`src/sv/utf8dc_pkg.sv`:
```
// ----------------------------------------------------------------------------
// UTF-8 display column counter - shared types and constants
// Per-word operation record passed from the decoder to the column unit,
// configuration and queue status bundles, and the wide-glyph range table.
// ----------------------------------------------------------------------------
package utf8dc_pkg;

   // decoder to column unit queue
   localparam int QUEUE_DEPTH = 2;
   localparam int QPTR_BITS   = $clog2(QUEUE_DEPTH);
   localparam int QCNT_BITS   = $clog2(QUEUE_DEPTH + 1);

   // most single-column advances one word can cause
   localparam int MAX_ADV = 4;

   localparam logic [7:0]  TAB_WIDTH_RESET = 8'd8;
   localparam logic [7:0]  TAB_WIDTH_ZERO  = 8'd8;   // width used when 0 is written
   localparam logic [20:0] CP_TAB          = 21'h00009;

   // byte classes
   localparam logic [7:0] CONT_MASK    = 8'hC0;
   localparam logic [7:0] CONT_TAG     = 8'h80;
   localparam logic [7:0] PAYLOAD_MASK = 8'h3F;
   localparam logic [7:0] LEAD2_MASK   = 8'hE0;
   localparam logic [7:0] LEAD2_TAG    = 8'hC0;
   localparam logic [7:0] LEAD3_MASK   = 8'hF0;
   localparam logic [7:0] LEAD3_TAG    = 8'hE0;
   localparam logic [7:0] LEAD4_MASK   = 8'hF8;
   localparam logic [7:0] LEAD4_TAG    = 8'hF0;

   // register map (index = paddr[2])
   localparam logic REG_TAB_WIDTH = 1'b0;

   typedef struct packed {
      logic [2:0]  adv;         // single-column advances, applied before a tab
      logic        tab;         // tab completed
      logic        last;        // end of text, clear column afterwards
      logic        char_done;
      logic [20:0] code_point;
      logic        bad;
   } op_type;

   typedef struct packed {
      logic [7:0] tab_width;
      logic       clear_rem;    // tab width written this cycle
   } tab_cfg_type;

   typedef struct packed {
      logic [QCNT_BITS-1:0] count;
      logic                 full;
   } queue_status_type;

   function automatic logic is_wide(input logic [20:0] cp);
      return (cp >= 21'h01100 && cp <= 21'h0115F) ||
             (cp >= 21'h02329 && cp <= 21'h0232A) ||
             (cp >= 21'h02E80 && cp <= 21'h0A4CF && cp != 21'h0303F) ||
             (cp >= 21'h0AC00 && cp <= 21'h0D7A3) ||
             (cp >= 21'h0F900 && cp <= 21'h0FAFF) ||
             (cp >= 21'h0FE10 && cp <= 21'h0FE19) ||
             (cp >= 21'h0FE30 && cp <= 21'h0FE6F) ||
             (cp >= 21'h0FF00 && cp <= 21'h0FF60) ||
             (cp >= 21'h0FFE0 && cp <= 21'h0FFE6) ||
             (cp >= 21'h1F300 && cp <= 21'h1F64F) ||
             (cp >= 21'h1F900 && cp <= 21'h1F9FF);
   endfunction

endpackage

```
`src/sv/utf8dc_front.sv`:
```
// ----------------------------------------------------------------------------
// UTF-8 display column counter - decoder front end
// Tracks the open multi-byte sequence and turns each input word into an
// operation record: column advances, tab, completed code point, error flag.
// ----------------------------------------------------------------------------
module utf8dc_front
   import utf8dc_pkg::*;
(
   input  logic       clock,
   input  logic       reset,
   input  logic       req_tvalid,
   output logic       req_tready,
   input  logic [7:0] req_tdata,    // text_byte[7:0]
   input  logic       req_tlast,    // end_of_text
   input  logic       q_full,
   output logic       push,
   output op_type     push_op
);

   logic [1:0]  expected_ff, expected_in;
   logic [1:0]  taken_ff,    taken_in;
   logic [20:0] partial_ff,  partial_in;

   logic [20:0] cont_value;
   logic [1:0]  cont_taken;
   logic        as_lead;
   logic [2:0]  adv;

   assign req_tready = !q_full;
   assign push       = req_tvalid && !q_full;

   assign cont_value = {partial_ff[14:0], req_tdata[5:0] & PAYLOAD_MASK[5:0]};
   assign cont_taken = taken_ff + 2'd1;

   always_comb begin
      expected_in = expected_ff;
      taken_in    = taken_ff;
      partial_in  = partial_ff;
      as_lead     = 1'b1;
      adv         = 3'd0;
      push_op     = '0;

      // open sequence: continuation or broken sequence
      if (expected_ff != 2'd0) begin
         if ((req_tdata & CONT_MASK) == CONT_TAG) begin
            as_lead = 1'b0;
            if (cont_taken == expected_ff) begin
               push_op.char_done  = 1'b1;
               push_op.code_point = cont_value;
               expected_in        = 2'd0;
               taken_in           = 2'd0;
               partial_in         = '0;
            end else begin
               taken_in   = cont_taken;
               partial_in = cont_value;
            end
         end else begin
            adv         = 3'd1 + 3'(taken_ff);
            push_op.bad = 1'b1;
            expected_in = 2'd0;
            taken_in    = 2'd0;
            partial_in  = '0;
         end
      end

      if (as_lead) begin
         if (!req_tdata[7]) begin
            push_op.char_done  = 1'b1;
            push_op.code_point = {13'd0, req_tdata};
         end else if ((req_tdata & LEAD2_MASK) == LEAD2_TAG) begin
            expected_in = 2'd1;
            partial_in  = {16'd0, req_tdata[4:0]};
         end else if ((req_tdata & LEAD3_MASK) == LEAD3_TAG) begin
            expected_in = 2'd2;
            partial_in  = {17'd0, req_tdata[3:0]};
         end else if ((req_tdata & LEAD4_MASK) == LEAD4_TAG) begin
            expected_in = 2'd3;
            partial_in  = {18'd0, req_tdata[2:0]};
         end else begin
            adv         = adv + 3'd1;
            push_op.bad = 1'b1;
         end
      end

      if (push_op.char_done) begin
         if (push_op.code_point == CP_TAB) begin
            push_op.tab = 1'b1;
         end else begin
            adv = adv + (is_wide(push_op.code_point) ? 3'd2 : 3'd1);
         end
      end

      // end of text flushes pending bytes, one column each
      if (req_tlast) begin
         if (expected_in != 2'd0) begin
            adv         = adv + 3'd1 + 3'(taken_in);
            push_op.bad = 1'b1;
         end
         expected_in = 2'd0;
         taken_in    = 2'd0;
         partial_in  = '0;
      end

      push_op.adv  = adv;
      push_op.last = req_tlast;
   end

   always_ff @(posedge clock) begin
      if (reset) begin
         expected_ff <= 2'd0;
         taken_ff    <= 2'd0;
         partial_ff  <= '0;
      end else if (push) begin
         expected_ff <= expected_in;
         taken_ff    <= taken_in;
         partial_ff  <= partial_in;
      end
   end

endmodule

```
`src/sv/utf8dc_queue.sv`:
```
// ----------------------------------------------------------------------------
// UTF-8 display column counter - operation queue
// Short FIFO of operation records between decoder and column unit.
// ----------------------------------------------------------------------------
module utf8dc_queue
   import utf8dc_pkg::*;
(
   input  logic             clock,
   input  logic             reset,
   input  logic             push,
   input  op_type           push_op,
   input  logic             pop,
   output logic             head_valid,
   output op_type           head_op,
   output queue_status_type status
);

   op_type                 entry_ff [QUEUE_DEPTH];
   logic [QPTR_BITS-1:0]   wr_ptr_ff, wr_ptr_in;
   logic [QPTR_BITS-1:0]   rd_ptr_ff, rd_ptr_in;
   logic [QCNT_BITS-1:0]   count_ff,  count_in;

   assign head_valid   = (count_ff != '0);
   assign head_op      = entry_ff[rd_ptr_ff];
   assign status.count = count_ff;
   assign status.full  = (count_ff == QCNT_BITS'(QUEUE_DEPTH));

   always_comb begin
      wr_ptr_in = wr_ptr_ff;
      rd_ptr_in = rd_ptr_ff;
      count_in  = count_ff;
      if (push) begin
         wr_ptr_in = (wr_ptr_ff == QPTR_BITS'(QUEUE_DEPTH - 1)) ? '0 : wr_ptr_ff + 1'b1;
      end
      if (pop) begin
         rd_ptr_in = (rd_ptr_ff == QPTR_BITS'(QUEUE_DEPTH - 1)) ? '0 : rd_ptr_ff + 1'b1;
      end
      if (push && !pop) begin
         count_in = count_ff + 1'b1;
      end else if (pop && !push) begin
         count_in = count_ff - 1'b1;
      end
   end

   always_ff @(posedge clock) begin
      if (reset) begin
         wr_ptr_ff <= '0;
         rd_ptr_ff <= '0;
         count_ff  <= '0;
      end else begin
         wr_ptr_ff <= wr_ptr_in;
         rd_ptr_ff <= rd_ptr_in;
         count_ff  <= count_in;
      end
   end

   always_ff @(posedge clock) begin
      if (push) begin
         entry_ff[wr_ptr_ff] <= push_op;
      end
   end

endmodule

```
`src/sv/utf8dc_back.sv`:
```
// ----------------------------------------------------------------------------
// UTF-8 display column counter - column unit
// Applies one operation record per cycle, while the output is not stalled,
// to the running column and tab remainder, and holds the result word in the output register.
// ----------------------------------------------------------------------------
module utf8dc_back
   import utf8dc_pkg::*;
#(
   parameter int COLUMN_BITS = 32
)
(
   input  logic        clock,
   input  logic        reset,
   input  tab_cfg_type cfg,
   input  logic        head_valid,
   input  op_type      head_op,
   output logic        pop,
   output logic        rsp_tvalid,
   input  logic        rsp_tready,
   output logic [55:0] rsp_tdata,   // column[31:0], code_point[52:32], zero pad
   output logic [1:0]  rsp_tuser    // char_done[0], bad_bytes_seen[1]
);

   localparam int SUM_BITS = COLUMN_BITS + 2;
   localparam int EXT_BITS = COLUMN_BITS + 32;

   logic [COLUMN_BITS-1:0] column_ff, column_in;
   logic [7:0]             rem_ff,    rem_in;
   logic                   rsp_valid_ff;
   logic [31:0]            out_column_ff;
   logic [20:0]            out_cp_ff;
   logic                   out_done_ff;
   logic                   out_bad_ff;

   logic [7:0]             tab_stop;
   logic [7:0]             rem_adv;
   logic [8:0]             delta;
   logic [SUM_BITS-1:0]    sum;
   logic [EXT_BITS-1:0]    column_ext;

   assign pop      = head_valid && (!rsp_valid_ff || rsp_tready);
   assign tab_stop = (cfg.tab_width == 8'd0) ? TAB_WIDTH_ZERO : cfg.tab_width;

   // single-column steps of the remainder, at most MAX_ADV of them
   always_comb begin
      rem_adv = rem_ff;
      for (int i = 0; i < MAX_ADV; i++) begin
         if (3'(i) < head_op.adv) begin
            rem_adv = (rem_adv + 8'd1 >= tab_stop) ? 8'd0 : rem_adv + 8'd1;
         end
      end
   end

   always_comb begin
      delta = 9'(head_op.adv) + (head_op.tab ? 9'(tab_stop - rem_adv) : 9'd0);
      sum   = SUM_BITS'(column_ff) + SUM_BITS'(delta);
      if (sum[SUM_BITS-1:COLUMN_BITS] != '0) begin
         column_in = '1;
      end else begin
         column_in = sum[COLUMN_BITS-1:0];
      end
      rem_in     = head_op.tab ? 8'd0 : rem_adv;
      column_ext = EXT_BITS'(column_in);
   end

   always_ff @(posedge clock) begin
      if (reset) begin
         column_ff    <= '0;
         rem_ff       <= 8'd0;
         rsp_valid_ff <= 1'b0;
      end else begin
         if (pop) begin
            column_ff    <= head_op.last ? '0 : column_in;
            rsp_valid_ff <= 1'b1;
         end else if (rsp_tready) begin
            rsp_valid_ff <= 1'b0;
         end
         if (cfg.clear_rem) begin
            rem_ff <= 8'd0;
         end else if (pop) begin
            rem_ff <= head_op.last ? 8'd0 : rem_in;
         end
      end
   end

   always_ff @(posedge clock) begin
      if (pop) begin
         out_column_ff <= column_ext[31:0];
         out_cp_ff     <= head_op.code_point;
         out_done_ff   <= head_op.char_done;
         out_bad_ff    <= head_op.bad;
      end
   end

   assign rsp_tvalid = rsp_valid_ff;
   assign rsp_tdata  = {3'd0, out_cp_ff, out_column_ff};
   assign rsp_tuser  = {out_bad_ff, out_done_ff};

endmodule

```
`src/sv/utf8_display_column_counter.sv`:
```
// ----------------------------------------------------------------------------
// UTF-8 display column counter
// Streams UTF-8 text one byte per word and reports the display column after
// every byte, together with the completed code point and an error flag.
//
// Channels: req_* carries one text byte per word, req_tlast on the final byte
// of a text. rsp_* returns one word per byte: column and code point in
// tdata, char_done and bad_bytes_seen in tuser. csr_* is an APB-style port
// with one register, tab_width at byte address 0.
// Path: an accepted byte is written into the queue, then the column unit
// writes its result into the output register.
// Throughput: one byte per cycle while rsp_tready is high, set by the column
// unit, which applies one operation record per cycle unless the output stalls.
// Reset: sequence state, column, tab remainder, queue and output are cleared;
// tab_width returns to 8.
// Stall: when rsp_tready is low the output register holds its word; the
// two-entry queue absorbs further bytes and req_tready drops once it is full.
// ----------------------------------------------------------------------------
module utf8_display_column_counter
   import utf8dc_pkg::*;
#(
   parameter int COLUMN_BITS = 32
)
(
   input  logic        clock,
   input  logic        reset,

   // byte stream in
   input  logic        req_tvalid,
   output logic        req_tready,
   input  logic [7:0]  req_tdata,     // text_byte[7:0]
   input  logic        req_tlast,     // end_of_text

   // result stream out
   output logic        rsp_tvalid,
   input  logic        rsp_tready,
   output logic [55:0] rsp_tdata,     // column[31:0], code_point[52:32], zero pad
   output logic [1:0]  rsp_tuser,     // char_done[0], bad_bytes_seen[1]

   // configuration
   input  logic        csr_psel,
   input  logic        csr_penable,
   input  logic        csr_pwrite,
   input  logic [2:0]  csr_paddr,
   input  logic [31:0] csr_pwdata,
   output logic [31:0] csr_prdata,
   output logic        csr_pready
);

   logic             tab_width_ff;
   logic [7:0]       tab_reg_ff;
   logic             tab_write;
   tab_cfg_type      tab_cfg;

   logic             push;
   op_type           push_op;
   logic             pop;
   logic             head_valid;
   op_type           head_op;
   queue_status_type q_status;

   // ---- configuration port ----
   // Register select is paddr[2]; byte lanes within the word are ignored.
   assign csr_pready = 1'b1;
   assign tab_write  = csr_psel && csr_penable && csr_pwrite && csr_pready &&
                       (csr_paddr[2] == REG_TAB_WIDTH);
   assign csr_prdata = (csr_paddr[2] == REG_TAB_WIDTH) ? {24'd0, tab_reg_ff} : 32'd0;

   always_ff @(posedge clock) begin
      if (reset) begin
         tab_reg_ff   <= TAB_WIDTH_RESET;
         tab_width_ff <= 1'b0;
      end else begin
         tab_width_ff <= tab_write;
         if (tab_write) begin
            tab_reg_ff <= csr_pwdata[7:0];
         end
      end
   end

   // A write restarts tab stops from the current column: the column unit
   // clears its remainder in the same cycle the register takes the value.
   assign tab_cfg.tab_width = tab_reg_ff;
   assign tab_cfg.clear_rem = tab_write;

   // ---- decoder: byte classification and sequence tracking ----
   utf8dc_front u_front (
      .clock      (clock),
      .reset      (reset),
      .req_tvalid (req_tvalid),
      .req_tready (req_tready),
      .req_tdata  (req_tdata),
      .req_tlast  (req_tlast),
      .q_full     (q_status.full),
      .push       (push),
      .push_op    (push_op)
   );

   // ---- operation queue ----
   utf8dc_queue u_queue (
      .clock      (clock),
      .reset      (reset),
      .push       (push),
      .push_op    (push_op),
      .pop        (pop),
      .head_valid (head_valid),
      .head_op    (head_op),
      .status     (q_status)
   );

   // ---- column unit and output register ----
   utf8dc_back #(
      .COLUMN_BITS (COLUMN_BITS)
   ) u_back (
      .clock      (clock),
      .reset      (reset),
      .cfg        (tab_cfg),
      .head_valid (head_valid),
      .head_op    (head_op),
      .pop        (pop),
      .rsp_tvalid (rsp_tvalid),
      .rsp_tready (rsp_tready),
      .rsp_tdata  (rsp_tdata),
      .rsp_tuser  (rsp_tuser)
   );

   // ---- assertions ----
   // code point field is zero unless a character completed
   assert property (@(posedge clock) disable iff (reset)
      rsp_tvalid && !rsp_tuser[0] |-> rsp_tdata[52:32] == 21'd0)
      else $error("code point set without char_done");

   // an accepted byte is held in the queue on the next cycle
   assert property (@(posedge clock) disable iff (reset)
      req_tvalid && req_tready |=> q_status.count != '0)
      else $error("accepted byte lost before queue");

   // reset empties queue and output register
   assert property (@(posedge clock)
      reset |=> !rsp_tvalid && q_status.count == '0)
      else $error("state left after reset");

   // the register write pulse is tracked in the following cycle
   assert property (@(posedge clock) disable iff (reset)
      tab_write |=> tab_width_ff)
      else $error("tab width write not tracked");

endmodule
```
`config.mk`:
```
export PLATFORM = sky130hd
export DESIGN_NAME = utf8_display_column_counter
export DESIGN_NICKNAME = d
export VERILOG_FILES = /design/src/sv/utf8dc_pkg.sv /design/src/sv/utf8dc_front.sv /design/src/sv/utf8dc_queue.sv /design/src/sv/utf8dc_back.sv /design/src/sv/utf8_display_column_counter.sv
export SDC_FILE = /design/constraint.sdc
export NUM_CORES = 1
export LEC_CHECK = 0
export CORE_AREA = 2 2 203 205
export CTS_BUF_LIST = sky130_fd_sc_hd__clkbuf_4
export DETAILED_ROUTE_END_ITERATION = 10
export DIE_AREA = 0 0 205 207
export DONT_BUFFER_PORTS = 1
export GPL_ROUTABILITY_DRIVEN = 0
export MAX_ROUTING_LAYER = met4
export PLACE_DENSITY_LB_ADDON = 0.15
export SLEW_MARGIN = 20
export SYNTH_ARGS = -nofsm -noshare
export SYNTH_HDL_FRONTEND = slang
export SYNTH_HIERARCHICAL = 1
export SYNTH_SLANG_ARGS = --single-unit
export TNS_END_PERCENT = 50
```
`constraint.sdc`:
```
create_clock -name clock -period 18.8 [get_ports clock]
set_clock_uncertainty 0.15 [all_clocks]
set_input_delay 3.76 -clock clock [delete_from_list [all_inputs] [get_ports clock]]
set_output_delay 3.76 -clock clock [all_outputs]
set_load 0.005 [all_outputs]
```
==> summary.txt <==
outcome: finished clean
syn avg cell area: 9.529 um^2
Yosys Warn Count: 6
largest family of logic cells by synthesized area: simple AND/OR/NAND/NOR gates
GRT overflow: 0
H-tree levels: 4
Worst Hold Launch: u_queue/count_ff[1]$_SDFFE_PP0P_
P_leak: 0.004666 uW
CP arrival: 16.11 ns
final hold viol count: 0
Hold Crit Class: reg2reg
CP Class: reg2reg
RR Startpoint: u_back/rem_ff[0]$_SDFFE_PP0P_
Crit path max-delay family: compound AO/OA/AOI/OAI gates
Seq/Total Area, Yosys: 0.4013
Unique masters post-synth: 94
Tightest Pin Transition: 1.008 ns
Worst Path Required: 19.21 ns
Final Max Slew Viols: 0
CTS Hold Bufs: 0
Yosys top cell by area: edfxtp_1
share of the synthesized area in the top cell type: 0.2790
Vias: 8947
post-CTS setup buffers: 0
wire per inst: 17.99 um
R2R Setup Slk: 3.10 ns
hold endpoint: u_queue/count_ff[1]$_SDFFE_PP0P_
hold path cells: 2
area grow syn2layout: 4.461%
Register Area: 4795 um^2
worst reg2reg path depth: 60
I/O Buffers: 0
CTS root buf: clkbuf_4
crit-path max FO: 12
max frequency: 63.70 MHz
Cell Area, Synth: 11950 um^2
# rows: 74
total wire length: 31370 um
Top FF cell, synth: edfxtp_1
initial core utilization: 0.2960
critical path capture point type: flip-flop
initial antenna violation count: 1
Detailed Routing Iterations Pass 1: 5
first-pass GRT wire length: 50410 um
Core Area: 40370 um^2
post-synthesis mux area share: 0.04021
largest net degree at the start of global routing: 81
post-synthesis simple-gate area fraction: 0.1902
Post-Synth Adder-Cell Area: 0.07225
vias in the first global route: 8906
peak supply drop: 71.07 uV
Period minus WS final: 15.70 ns
routed vias/inst: 5.130
Die Y: 207 um
most used cell, CP: ha_1
RSZ-0062 raised after global routing: false
fraction of registers with async set/reset: 0
area of the multi-input gates: 6496 um^2
R2R Path End: u_back/column_ff[17]$_SDFFE_PP0P_
number of flops mapped to enable cells by yosys: 111
Die W: 205 um
All-Layer GR Usage: 0.1540
critical path's slowest cell: o31ai_1
# DRC: 0
DIE AREA: 42440 um^2
ranking of synthesized cells by area: edfxtp_1 28%, dfxtp_1 12%, ha_1 6.4%
Inserted Clock Buffers: 17
max_slew headroom: 0.3256
layout cell share with drive strength beyond 1: 0.09579
commonest non-fill, non-tap cells in the layout: 111 x edfxtp_1, 100 x nor2_1, 92 x nand2_1
initial DRC count: 635
Critical Path Source Type: flip-flop
final setup fails: 0
Setup TNS: 0 ns
CP bufs+invs: 2
Worst-path clk slew: 0.16 ns
max-cap violations: 0
Max Buffers Root-to-Sink: 2
Final Cycle Share: 0.8350
Layout fillers: 4289
commonest non-fill, non-tap cell in the layout: edfxtp_1
power density over cell area: 108.9 nW/um^2
Core Util, Final: 0.3092
Synth Register Bits: 184
Gate Count Post-Synth: 1254
CTS tree: done
clock sinks: 184
DP Wirelength: 22120 um
Ports: 144
layout net count: 1315
Post-CTS Resized: 0
crit-path max cell delay: 0.79 ns
Synth Area in Compound Gates: 0.1828
Final ANT Viol Nets: 0
Clk Latency, worst-skew pair: 0.64 ns
Synth Area in XOR/XNOR: 0.04921
[tightest hold or removal path, cell delays in order, from the launching register on]
cell     delay, ns
dfxtp_1       0.35
o21ai_0       0.07
a21oi_1       0.06
[logic make-up (layout without fill, tap and decap cells)]
logic type,after synthesis,after routing
simple gates,434,434
compound gates,303,303
flops,184,184
buf+inv,155,87
fa+ha+maj,66,66
xor+xnor,65,65
mux,44,44
other cells,3,29
[layer usage]
layer | vias to the layer above | part of all wire | global-route usage | wire length (um)
li1 | 4435 | - | - | -
met1 | 4312 | 0.47 | 0.2009 | 14740
met2 | 175 | 0.48 | 0.2472 | 15070
met3 | 25 | 0.037 | 0.02816 | 1146
met4 | 0 | 0.013 | 0.03597 | 414
met5 | - | 0 | - | 0
[area by class of cell]
| cell class | count | area share |
|---|---|---|
| multi-input combinational | 940 | 0.5204 |
| sequential | 184 | 0.3841 |
| tap | 532 | 0.05333 |
| inverter | 48 | 0.01464 |
| clock inverter | 14 | 0.01223 |
| clock buffer | 18 | 0.01083 |
| timing repair buffer | 7 | 0.004210 |
| antenna | 1 | 0.0002005 |
[state kept, by name (all words and copies together) (netlist names), named ones only]
name,flops
u_queue/rd_ptr_ff,1
u_front/expected_ff,2
u_back/rsp_tvalid,1
u_queue/wr_ptr_ff,1
u_back/out_cp_ff,21
u_queue/entry_ff,56
u_back/out_bad_ff,1
u_front/partial_ff,15
u_back/rem_ff,8
u_front/taken_ff,2
u_queue/count_ff,2
tab_reg_ff,8
u_back/column_ff,32
u_back/out_done_ff,1
u_back/out_column_ff,32
[power by group]
part | switching, uW | internal, uW | total [uW]
logic | 344 | 201 | 545
clock network | 166 | 62.8 | 228
registers | 45.3 | 541 | 586
total | 555 | 805 | 1360
[through the flow]
step / instance area, um^2 / setup slack (ns) / total power (uW) / hold WS (ns) / instances
3_3_place_gp: 12190 / 3.155 / 1149 / 0.3249 / 1711
3_5_place_dp: 12190 / 3.324 / 1153 / 0.3330 / 1711
6_report: 12480 / 3.102 / 1360 / 0.3522 / 1744
5_1_grt: 12480 / 1.825 / 1474 / 0.3990 / 1744
4_1_cts: 12480 / 3.210 / 1391 / 0.3540 / 1743
2_1_floorplan: 12040 / 5.711 / 1009 / 0.3064 / 1279
[worst max-delay path by stage]
stage	from	to	slack [ns]	cells after the start
6_report	u_back/rem_ff[0]$_SDFFE_PP0P_	u_back/column_ff[17]$_SDFFE_PP0P_	3.10	60
3_5_place_dp	u_back/rem_ff[0]$_SDFFE_PP0P_	u_back/column_ff[6]$_SDFFE_PP0P_	3.32	59
5_1_grt	u_back/rem_ff[0]$_SDFFE_PP0P_	u_back/column_ff[17]$_SDFFE_PP0P_	1.82	60
2_1_floorplan	u_back/rem_ff[4]$_SDFFE_PP0P_	u_back/out_column_ff[10]$_DFFE_PP_	5.71	61
3_3_place_gp	u_back/rem_ff[0]$_SDFFE_PP0P_	u_back/column_ff[17]$_SDFFE_PP0P_	3.15	60
4_1_cts	tab_reg_ff[0]$_SDFFE_PP0P_	u_back/column_ff[17]$_SDFFE_PP0P_	3.21	59
[synth_stat cells (15+ instances only)]
library cell  number
clkbuf_1          51
nor2_1           100
nand3_1           29
buf_4             32
edfxtp_1         111
ha_1              61
dfxtp_1           73
nand2_1           92
nand2b_1          32
xnor2_1           50
and2_1            26
inv_1             47
mux2_2            32
o21ai_0           31
nor2b_1           15
a21oi_1           69
a21o_1            28
and3_1            26
a22oi_1           33
nor3_1            32
(Power assumes the default switching activity.)
